**src/rtl/core/gprb_pkg.sv**
```systemverilog
// Shared types, register codes and lock sequence codes of the GPIO port register block.
package gprb_pkg;

    localparam int PIN_COUNT = 16;
    localparam logic [15:0] PIN_MASK = 16'((64'd1 << PIN_COUNT) - 64'd1);
    localparam logic [31:0] CONFIG_RESET = 32'h4444_4444;
    localparam logic [3:0] NIBBLE = 4'b1111;
    localparam int KEY_POS = 16;

    localparam logic OP_READ = 1'b0;
    localparam logic OP_WRITE = 1'b1;

    localparam logic [2:0] REG_CFG_LOW = 3'd0;
    localparam logic [2:0] REG_CFG_HIGH = 3'd1;
    localparam logic [2:0] REG_INPUT = 3'd2;
    localparam logic [2:0] REG_OUTPUT = 3'd3;
    localparam logic [2:0] REG_SET_RESET = 3'd4;
    localparam logic [2:0] REG_RESET = 3'd5;
    localparam logic [2:0] REG_LOCK = 3'd6;

    localparam logic [2:0] LK_IDLE = 3'd0;
    localparam logic [2:0] LK_ARMED = 3'd1;
    localparam logic [2:0] LK_CLEARED = 3'd2;
    localparam logic [2:0] LK_LOCKED = 3'd3;
    localparam logic [2:0] LK_KEYED = 3'd4;

    typedef struct packed {
        logic        op;
        logic [2:0]  reg_index;
        logic [31:0] write_data;
        logic [15:0] pin_levels;
    } req_t;

    typedef struct packed {
        logic [31:0] read_data;
        logic [15:0] pins_driven;
        logic        config_locked;
    } rsp_t;

    typedef struct packed {
        logic accept;
    } cmd_t;

endpackage

```
**src/rtl/core/gprb_if.sv**
```systemverilog
// Request and result channel interfaces of the GPIO port register block.
interface gprb_req_if
    import gprb_pkg::*;
();
    logic valid;
    logic ready;
    req_t payload;

    modport source (output valid, output payload, input ready);
    modport sink (input valid, input payload, output ready);
endinterface

interface gprb_rsp_if
    import gprb_pkg::*;
();
    logic valid;
    logic ready;
    rsp_t payload;

    modport source (output valid, output payload, input ready);
    modport sink (input valid, input payload, output ready);
endinterface

```
**src/rtl/core/gprb_ctrl.sv**
```systemverilog
// Handshake controller: tracks whether the result register holds an undelivered result.
module gprb_ctrl
    import gprb_pkg::*;
(
    input  logic clk,
    input  logic rst_n,
    input  logic req_valid,
    output logic req_ready,
    output logic rsp_valid,
    input  logic rsp_ready,
    output cmd_t cmd
);

    typedef enum logic [1:0] {
        ST_EMPTY = 2'b01,
        ST_FULL  = 2'b10
    } state_t;

    state_t state_reg;
    state_t state_next;

    // A new request may enter when no result is held, or when the held result leaves in the same cycle.
    assign req_ready  = (state_reg == ST_EMPTY) || rsp_ready;
    assign rsp_valid  = (state_reg == ST_FULL);
    assign cmd.accept = req_valid && req_ready;

    always_comb
    begin
        state_next = state_reg;
        case (state_reg)
            ST_EMPTY:
            begin
                if (cmd.accept)
                begin
                    state_next = ST_FULL;
                end
            end
            ST_FULL:
            begin
                if (!cmd.accept && rsp_ready)
                begin
                    state_next = ST_EMPTY;
                end
            end
            default:
            begin
                state_next = ST_EMPTY;
            end
        endcase
    end

    always_ff @(posedge clk or negedge rst_n)
    begin
        if (!rst_n)
        begin
            state_reg <= ST_EMPTY;
        end
        else
        begin
            state_reg <= state_next;
        end
    end

endmodule

```
**src/rtl/core/gprb_datapath.sv**
```systemverilog
// Register file, lock sequence and result register of the GPIO port register block.
module gprb_datapath
    import gprb_pkg::*;
(
    input  logic clk,
    input  logic rst_n,
    input  cmd_t cmd,
    input  req_t req,
    output rsp_t rsp
);

    logic [31:0] config_low_reg, config_low_next;
    logic [31:0] config_high_reg, config_high_next;
    logic [15:0] output_latch_reg, output_latch_next;
    logic [15:0] lock_mask_reg, lock_mask_next;
    logic        lock_key_reg, lock_key_next;
    logic [2:0]  lock_step_reg, lock_step_next;
    logic [15:0] pending_mask_reg, pending_mask_next;
    rsp_t        rsp_reg, rsp_next;

    logic        locked;
    logic [31:0] keep_low;
    logic [31:0] keep_high;
    logic [15:0] wr_mask;
    logic        wr_key;
    logic [31:0] rd;

    assign locked  = (lock_step_reg == LK_LOCKED) || (lock_step_reg == LK_KEYED);
    assign wr_mask = req.write_data[15:0] & PIN_MASK;
    assign wr_key  = req.write_data[KEY_POS];

    // Nibbles of masked pins are kept from the old word once the port is locked.
    always_comb
    begin
        for (int i = 0; i < 8; i++)
        begin
            keep_low[4*i +: 4]  = (locked && lock_mask_reg[i]) ? NIBBLE : 4'b0000;
            keep_high[4*i +: 4] = (locked && lock_mask_reg[8 + i]) ? NIBBLE : 4'b0000;
        end
    end

    always_comb
    begin
        config_low_next   = config_low_reg;
        config_high_next  = config_high_reg;
        output_latch_next = output_latch_reg;
        lock_mask_next    = lock_mask_reg;
        lock_key_next     = lock_key_reg;
        lock_step_next    = lock_step_reg;
        pending_mask_next = pending_mask_reg;
        rd                = 32'd0;

        if (req.op == OP_READ)
        begin
            case (req.reg_index)
                REG_CFG_LOW:  rd = config_low_reg;
                REG_CFG_HIGH: rd = config_high_reg;
                REG_INPUT:    rd = {16'd0, req.pin_levels & PIN_MASK};
                REG_OUTPUT:   rd = {16'd0, output_latch_reg};
                REG_LOCK:
                begin
                    rd = {15'd0, lock_key_reg, lock_mask_reg};
                    if (lock_step_reg == LK_LOCKED)
                    begin
                        lock_key_next  = 1'b1;
                        lock_step_next = LK_KEYED;
                    end
                end
                default:      rd = 32'd0;
            endcase
        end
        else
        begin
            case (req.reg_index)
                REG_CFG_LOW:
                    config_low_next = (config_low_reg & keep_low)
                                    | (req.write_data & ~keep_low);
                REG_CFG_HIGH:
                    config_high_next = (config_high_reg & keep_high)
                                     | (req.write_data & ~keep_high);
                REG_OUTPUT:
                    output_latch_next = req.write_data[15:0] & PIN_MASK;
                REG_SET_RESET:
                    output_latch_next = ((output_latch_reg & ~req.write_data[31:16])
                                        | req.write_data[15:0]) & PIN_MASK;
                REG_RESET:
                    output_latch_next = output_latch_reg & ~req.write_data[15:0] & PIN_MASK;
                REG_LOCK:
                begin
                    if (!locked)
                    begin
                        if (lock_step_reg == LK_ARMED && !wr_key
                            && wr_mask == pending_mask_reg)
                        begin
                            lock_step_next = LK_CLEARED;
                        end
                        else if (lock_step_reg == LK_CLEARED && wr_key
                                 && wr_mask == pending_mask_reg)
                        begin
                            lock_step_next = LK_LOCKED;
                        end
                        else if (wr_key)
                        begin
                            lock_step_next    = LK_ARMED;
                            pending_mask_next = wr_mask;
                        end
                        else
                        begin
                            lock_step_next = LK_IDLE;
                        end
                        lock_mask_next = wr_mask;
                    end
                end
                default:
                begin
                end
            endcase
        end

        rsp_next.read_data     = rd;
        rsp_next.pins_driven   = output_latch_next;
        rsp_next.config_locked = (lock_step_next inside {LK_LOCKED, LK_KEYED});
    end

    always_ff @(posedge clk or negedge rst_n)
    begin
        if (!rst_n)
        begin
            config_low_reg   <= CONFIG_RESET;
            config_high_reg  <= CONFIG_RESET;
            output_latch_reg <= 16'd0;
            lock_mask_reg    <= 16'd0;
            lock_key_reg     <= 1'b0;
            lock_step_reg    <= LK_IDLE;
            pending_mask_reg <= 16'd0;
        end
        else if (cmd.accept)
        begin
            config_low_reg   <= config_low_next;
            config_high_reg  <= config_high_next;
            output_latch_reg <= output_latch_next;
            lock_mask_reg    <= lock_mask_next;
            lock_key_reg     <= lock_key_next;
            lock_step_reg    <= lock_step_next;
            pending_mask_reg <= pending_mask_next;
        end
    end

    always_ff @(posedge clk)
    begin
        if (cmd.accept)
        begin
            rsp_reg <= rsp_next;
        end
    end

    assign rsp = rsp_reg;

`ifndef SYNTHESIS
    // Once locked, the port stays locked until reset.
    a_lock_sticky: assert property (@(posedge clk) disable iff (!rst_n)
        locked |=> locked)
        else $error("lock released without reset");

    // The lock mask is frozen while the port is locked.
    a_mask_frozen: assert property (@(posedge clk) disable iff (!rst_n)
        locked |=> lock_mask_reg == $past(lock_mask_reg))
        else $error("lock mask changed while locked");

    // The key bit only reads back after the first lock read in the locked state.
    a_key_step: assert property (@(posedge clk) disable iff (!rst_n)
        lock_key_reg |-> lock_step_reg == LK_KEYED)
        else $error("key bit set outside the keyed step");

    // Locked configuration nibbles survive a config low write.
    a_cfg_guard: assert property (@(posedge clk) disable iff (!rst_n)
        (cmd.accept && locked && req.op == OP_WRITE && req.reg_index == REG_CFG_LOW)
        |=> (config_low_reg & $past(keep_low)) == ($past(config_low_reg) & $past(keep_low)))
        else $error("locked configuration nibble overwritten");
`endif

endmodule

```
**src/rtl/core/gpio_port_register_block_top.sv**
```systemverilog
// GPIO port register block top level: 16 pins behind seven word registers with lock.
// A result appears in the cycle after its request is accepted, from the result register.
// Throughput: one request per cycle while results are taken; the next request enters while the result leaves.
// The controller holds at most one result; a stalled result stops new requests.
// Reset (rst_n, asynchronous, active low) sets config words to 0x44444444, clears the
// output latch, lock mask, key bit and lock sequence, and empties the result register.
module gpio_port_register_block_top
    import gprb_pkg::*;
(
    input logic         clk,
    input logic         rst_n,
    gprb_req_if.sink    req,
    gprb_rsp_if.source  rsp
);

    cmd_t cmd;
    logic req_ready;
    logic rsp_valid;
    rsp_t rsp_payload;

    gprb_ctrl u_ctrl (
        .clk       (clk),
        .rst_n     (rst_n),
        .req_valid (req.valid),
        .req_ready (req_ready),
        .rsp_valid (rsp_valid),
        .rsp_ready (rsp.ready),
        .cmd       (cmd)
    );

    gprb_datapath u_datapath (
        .clk   (clk),
        .rst_n (rst_n),
        .cmd   (cmd),
        .req   (req.payload),
        .rsp   (rsp_payload)
    );

    assign req.ready   = req_ready;
    assign rsp.valid   = rsp_valid;
    assign rsp.payload = rsp_payload;

endmodule

```
**src/flat_wrapper.sv**
```systemverilog
// flat-port wrapper written by rule: the top's interface ports become plain ports
module gpio_port_register_block_top_flat import gprb_pkg::*;
  (clk, rst_n, req_valid, req_payload, req_ready, rsp_valid, rsp_payload, rsp_ready);
  gprb_req_if req_i ();
  gprb_rsp_if rsp_i ();
  input logic clk;
  input logic rst_n;
  input wire logic [$bits(req_i.valid)-1:0] req_valid;
  input wire logic [$bits(req_i.payload)-1:0] req_payload;
  output wire logic [$bits(req_i.ready)-1:0] req_ready;
  output wire logic [$bits(rsp_i.valid)-1:0] rsp_valid;
  output wire logic [$bits(rsp_i.payload)-1:0] rsp_payload;
  input wire logic [$bits(rsp_i.ready)-1:0] rsp_ready;
  assign req_i.valid = req_valid;
  assign req_i.payload = req_payload;
  assign req_ready = req_i.ready;
  assign rsp_valid = rsp_i.valid;
  assign rsp_payload = rsp_i.payload;
  assign rsp_i.ready = rsp_ready;
  gpio_port_register_block_top u_core (.clk(clk), .rst_n(rst_n), .req(req_i), .rsp(rsp_i));
endmodule
```
**config.mk**
```make
export PLATFORM = sky130hd
export DESIGN_NAME = gpio_port_register_block_top_flat
export DESIGN_NICKNAME = d
export VERILOG_FILES = /design/src/rtl/core/gprb_pkg.sv /design/src/rtl/core/gprb_if.sv /design/src/rtl/core/gprb_ctrl.sv /design/src/rtl/core/gprb_datapath.sv /design/src/rtl/core/gpio_port_register_block_top.sv /design/src/flat_wrapper.sv
export SDC_FILE = /design/constraint.sdc
export NUM_CORES = 1
export LEC_CHECK = 0
export BUFFER_PORTS_ARGS = -buffer_cell sky130_fd_sc_hd__buf_2
export CAP_MARGIN = 10
export CORE_MARGIN = 2
export CORE_UTILIZATION = 30
export DETAILED_ROUTE_END_ITERATION = 6
export PLACE_DENSITY = 0.55
export RECOVER_POWER = 100
export SYNTH_ARGS = -nofsm -noshare
export SYNTH_HDL_FRONTEND = slang
export SYNTH_SLANG_ARGS = --single-unit
```
**constraint.sdc**
```tcl
create_clock -name clk -period 6 [get_ports clk]
set_input_delay 1.2 -clock clk [delete_from_list [all_inputs] [get_ports clk]]
set_output_delay 1.2 -clock clk [all_outputs]
set_load 0.01 [all_outputs]
```
* After elaboration in Yosys (flattened, before gate mapping)
Index checks and enable logic that the tools add are counted.
Storage, ports and cells: register bits 167, bits of input ports 56, output and inout port bits 51, logic and storage cells 109
Cells by class: eq/ne operators 17, multiplexer cells 30, bitwise logic cells 17, reductions and logical operators 34
Operators with widths (count):
- $pmux W32 S5 | 1
- $and A32 B32 Y32 | 4
- $mux W4 | 16
- $not A32 Y32 | 2
- $or A32 B32 Y32 | 2
- $pmux W16 S3 | 1
- $and A16 B16 Y16 | 2
- $not A16 Y16 | 2
- $logic_and A1 B1 Y1 | 22
- $eq A16 B16 Y1 | 1
- $mux W16 | 1
- $or A16 B16 Y16 | 1
- $eq A3 B2 Y1 const B | 5
- $eq A3 B3 Y1 const B | 5
- $mux W3 | 5
- $mux W2 | 4
- $reduce_and A4 Y1 | 2
- $reduce_and A7 Y1 | 1
- $eq A3 B1 Y1 const B | 2
- $reduce_and A3 Y1 | 2
- $not A1 Y1 | 4
- $pmux W2 S2 | 1
- $logic_not A3 Y1 | 1
- $eq A2 B1 Y1 const B | 1
- 8 further kinds | 10

* Depth between registers and ports, before layout
depth in word-level cells 10, depth in mapped cells 9, mapped depth without buffers 6

* By module
Synthesis repeated with hierarchy kept, for this count alone.
Unflattened totals: cells, all modules 586, area total of the unflattened synthesis 7785.0 um^2
By module, submodules not included:
- gprb_datapath | instances 1, cells each 577, area each 7678.6 um^2, sequential area each 4394.2 um^2
- gprb_ctrl | instances 1, cells each 9, area each 106.4 um^2, sequential area each 51.3 um^2

* Worst setup path before layout
OpenSTA, ideal clock, no wires.
kind in2reg, start input rsp_ready, end register u_core.u_datapath.output_latch_reg[10], setup time 121 ps, arrival 3359 ps, data required time 5879 ps, setup slack 2520 ps, cell stages on the path 5, buffers on the path 1, cell sequence o21ai_2 inv_1 clkbuf_1 nand3_1 a22o_1
Between the ends: cells in the longest elaborated chain, start to end 2
RTL lines:
- from (decl) | line flat_wrapper.sv:13 | input wire logic [$bits(rsp_i.ready)-1:0] rsp_ready;
- $logic_or A1 B1 Y1 | line gprb_ctrl.sv:23 | assign req_ready = (state_reg == ST_EMPTY) || rsp_ready;
- $logic_and A1 B1 Y1 | line gprb_ctrl.sv:25 | assign cmd.accept = req_valid && req_ready;
- named net u_core.cmd | line gpio_port_register_block_top.sv:16 | cmd_t cmd;
- to (signal assigned) | line gprb_datapath.sv:141 | output_latch_reg <= output_latch_next;
- to (decl) | line gprb_datapath.sv:14 | logic [15:0] output_latch_reg, output_latch_next;
The timed path passes the listed nets, and every way through them passes these cells. A chain may end at the register's enable or synchronous reset.

* Final worst setup path
start input req_payload[51], end register u_core.u_datapath.lock_mask_reg[1]
Between the ends: cells in the longest elaborated chain, start to end 1
RTL lines:
- from (decl) | line flat_wrapper.sv:9 | input wire logic [$bits(req_i.payload)-1:0] req_payload;
- $reduce_and A4 Y1 (no line)
- to (signal assigned) | line gprb_datapath.sv:142 | lock_mask_reg <= lock_mask_next;
- to (decl) | line gprb_datapath.sv:15 | logic [15:0] lock_mask_reg, lock_mask_next;
No other way between the ends.

==> results.ini <==
[setup_path]
crit_fanout = 38
max_stage_delay_ps = 1210
worstPathRequired_ps = 6310
rrSetupSlack_ps = 2380
cp-end-kind = flop
worstSetupPathType = primary input to flop
startpoint_type = primary input
slowest_stage = clkbuf_1
arrival_ps = 4890
r2r_end = u_core.u_datapath.output_latch_reg[8]
crit_chain = clkbuf_1, inv_1, nor4_1, clkbuf_1, mux2_2
cp_common_cell = clkbuf_1
reg2reg_depth = 6
r2r-start = u_core.u_ctrl.state_reg[0]

[global_routing]
grt_max_degree = 66
antenna_found_initial = 1
overflow = 0
gr-usage-all-layers_pct = 15.5
grt_pass1_vias = 5541
grt_pass1_wl_um = 32800

[layout]
drive_above_1_share_pct = 28.0
area_growth_pct = 15.8
diodes = 0
nNetsFinal = 771
fin_util_pct = 35.4

[placed_design]
post-place-ws_ps = 2050
port_buffers = 106
place.gp.congestion = 0.778
place_hpwl_um = 14900

[detailed_routing]
num_vias = 5416
final_antenna_net_count = 0
wirelength_um = 21200
drtIter0Drc = 321
viasPerCell = 5.10
drt_pre_antenna_iters = 5
post-route-drc-count = 0
routedWlPerCell_um = 19.9

[floorplan]
ioPinCount = 107
die_w_um = 167
core_area_um2 = 26100
die_area_um2 = 27800
num_rows = 59
start_util_pct = 30.5
die_h_um = 167

[cts]
cts_tree = built
clkSlewWorstSetupHoldPaths_ps = 70
cts.sinks = 167
hold_buffers = 0
clockRootBuffer = clkbuf_16
numCtsBuffers = 17
postCtsSetupBuffers = 0
clk_latency_ps = 440
cts_buffer_depth = 2
post_cts_resized = 0
cts_max_level = 4

[yosys]
synthMuxAreaShare_pct = 18.2
synth_top_family_by_area = multiplexers
synth_compound_area_share_pct = 14.2
synth-edff-count = 49
ys_ff_latch = 167
synth-simple-area-share_pct = 6.95
syn-cell-area_um2 = 7960
syn_inst = 630
async_flop_share_pct = 70.7
synth_fa_ha_area_share_pct = 0
yosysUniqueCellTypes = 48
ys_seq_area_share_pct = 55.9
ys.warnings.count = 0
syn-num-nets = 686
avgSynthCellArea_um2 = 12.6
synth_ff_type = dfrtp_1
synth_xor_area_share_pct = 1.43

[power]
p_leak_uw = 0.00398
powerDensity_nw_per_um2 = 406
max-vdd-ir-drop_uv = 175

[sta]
setup_tns_ps = 0
worst_clock_skew_ps = 15.1
worst_slew_pin_slew_ps = 1730
finalMaxSlewViolations = 39
grt_setup_unrepaired = no
setup_viol = 0
fin_crit_ps = 4570
period_share_pct = 76.2
layout_setup_ws_ps = 1430
clock.fmax_mhz = 219
hold_viol_final = 0
slew_headroom_pct = -15.3

[run_status]
status = finished with violations
violations = capacitance limit, slew limit

[run]
cap_violations = 1

[worst_hold_path]
hold_depth = 1
hold_path.class = flop to flop

==> report_power, final <==
group / total [uW] / switching, uW / internal [uW]
Clock: 1110 / 487 / 623
Combinational: 779 / 385 / 394
Sequential: 1850 / 239 / 1610
Total: 3740 / 1110 / 2630
==> cells by family after synthesis <==
| family | Yosys count |
|---|---|
| AOI/OAI and AO/OA | 152 |
| xor gates and xnor gates | 13 |
| buffers and inverters | 58 |
| DFF | 167 |
| muxes | 129 |
| and+or+nand+nor | 111 |
==> stage by stage <==
| stage | cell area (um^2) | std cells | hold WS (ps) | total power (uW) |
|---|---|---|---|---|
| floorplan | 7960 | 630 | 437 | 2390 |
| global placement | 8750 | 1031 | 481 | 2670 |
| detailed placement | 8750 | 1031 | 478 | 2690 |
| CTS | 9350 | 1063 | 496 | 3810 |
| global route | 9220 | 1063 | 518 | 3940 |
| finish | 9220 | 1063 | 492 | 3740 |
==> critical path, delay by kind of cell <==
family / cells / cell delay, ps
muxes: 1 / 420
and+or+nand+nor: 1 / 750
buffers and inverters: 3 / 2500
==> cells in the mapped netlist (2+ instances only) <==
master,number,share of area [%]
mux2_1,3,0.42
inv_1,7,0.33
a21oi_1,36,2.3
nand2_1,24,1.1
clkbuf_1,27,1.3
mux2_4,10,1.9
buf_2,13,0.82
nand2b_1,3,0.24
a22oi_1,16,1.5
mux2_2,84,12
a21o_1,32,3.0
buf_1,7,0.33
a22o_1,49,5.4
nor4_1,3,0.24
or2_2,2,0.16
xor2_1,12,1.3
nor2b_1,11,0.86
edfxtp_1,49,18
o31ai_1,3,0.28
dfstp_2,17,5.6
o21ai_0,6,0.38
dfrtp_1,101,32
nor3_2,2,0.25
nand3_1,21,1.3
mux2i_1,32,4.0
nor2_1,38,1.8
==> layout by cell type, fill, tap and decap left out, types with 2 or more instances in the layout <==
master | netlist | routed
mux2i_1 | 32 | 32
nor4_1 | 3 | 4
dfrtp_1 | 101 | 101
nor2_1 | 38 | 38
clkinv_2 | 0 | 2
bufinv_16 | 0 | 2
o21ai_0 | 6 | 7
inv_8 | 0 | 2
clkbuf_1 | 27 | 56
a21o_1 | 32 | 32
clkbuf_16 | 0 | 17
nand3_1 | 21 | 21
nor3_2 | 2 | 2
mux2_2 | 84 | 84
o31ai_1 | 3 | 3
clkinv_4 | 0 | 2
edfxtp_1 | 49 | 49
buf_2 | 13 | 51
dfstp_2 | 17 | 17
a22o_1 | 49 | 49
a22oi_1 | 16 | 16
xor2_1 | 12 | 12
nand2b_1 | 3 | 3
mux2_1 | 3 | 12
or2_2 | 2 | 2
a21oi_1 | 36 | 36
buf_4 | 1 | 8
inv_1 | 7 | 8
nor2b_1 | 11 | 11
inv_6 | 0 | 4
nand2_1 | 24 | 24
clkinvlp_4 | 0 | 3
==> layout make-up <==
class	count	area, um^2
Fill cell	2585	16800
Sequential cell	167	4450
Multi-Input combinational cell	405	3200
Timing Repair Buffer	116	531
Clock buffer	17	425
Tap cell	335	419
Clock inverter	15	168
Inverter	8	30.0
==> routing by layer <==
metal	vias to the layer above	routed length, um	GRT usage [%]
met1	2757	10100	22.0
li1	2497	-	-
met2	145	9960	24.0
met4	2	157	4.12
met3	15	929	3.16
met5	-	13	0
==> worst max path at each step <==
stage / from / slack, ps / depth (start not counted) / end
finish: req_payload[51] / 1430 / 5 / u_core.u_datapath.lock_mask_reg[1]
detailed placement: req_payload[48] / 2050 / 6 / flop
floorplan: rsp_ready / 2520 / 5 / u_core.u_datapath.output_latch_reg[10]
global route: req_payload[51] / 1140 / 5 / u_core.u_datapath.lock_mask_reg[14]
global placement: req_payload[48] / 2060 / 6 / flop
CTS: req_payload[48] / 2520 / 6 / flop
No activity file was read; power rests on OpenSTA's default activity.
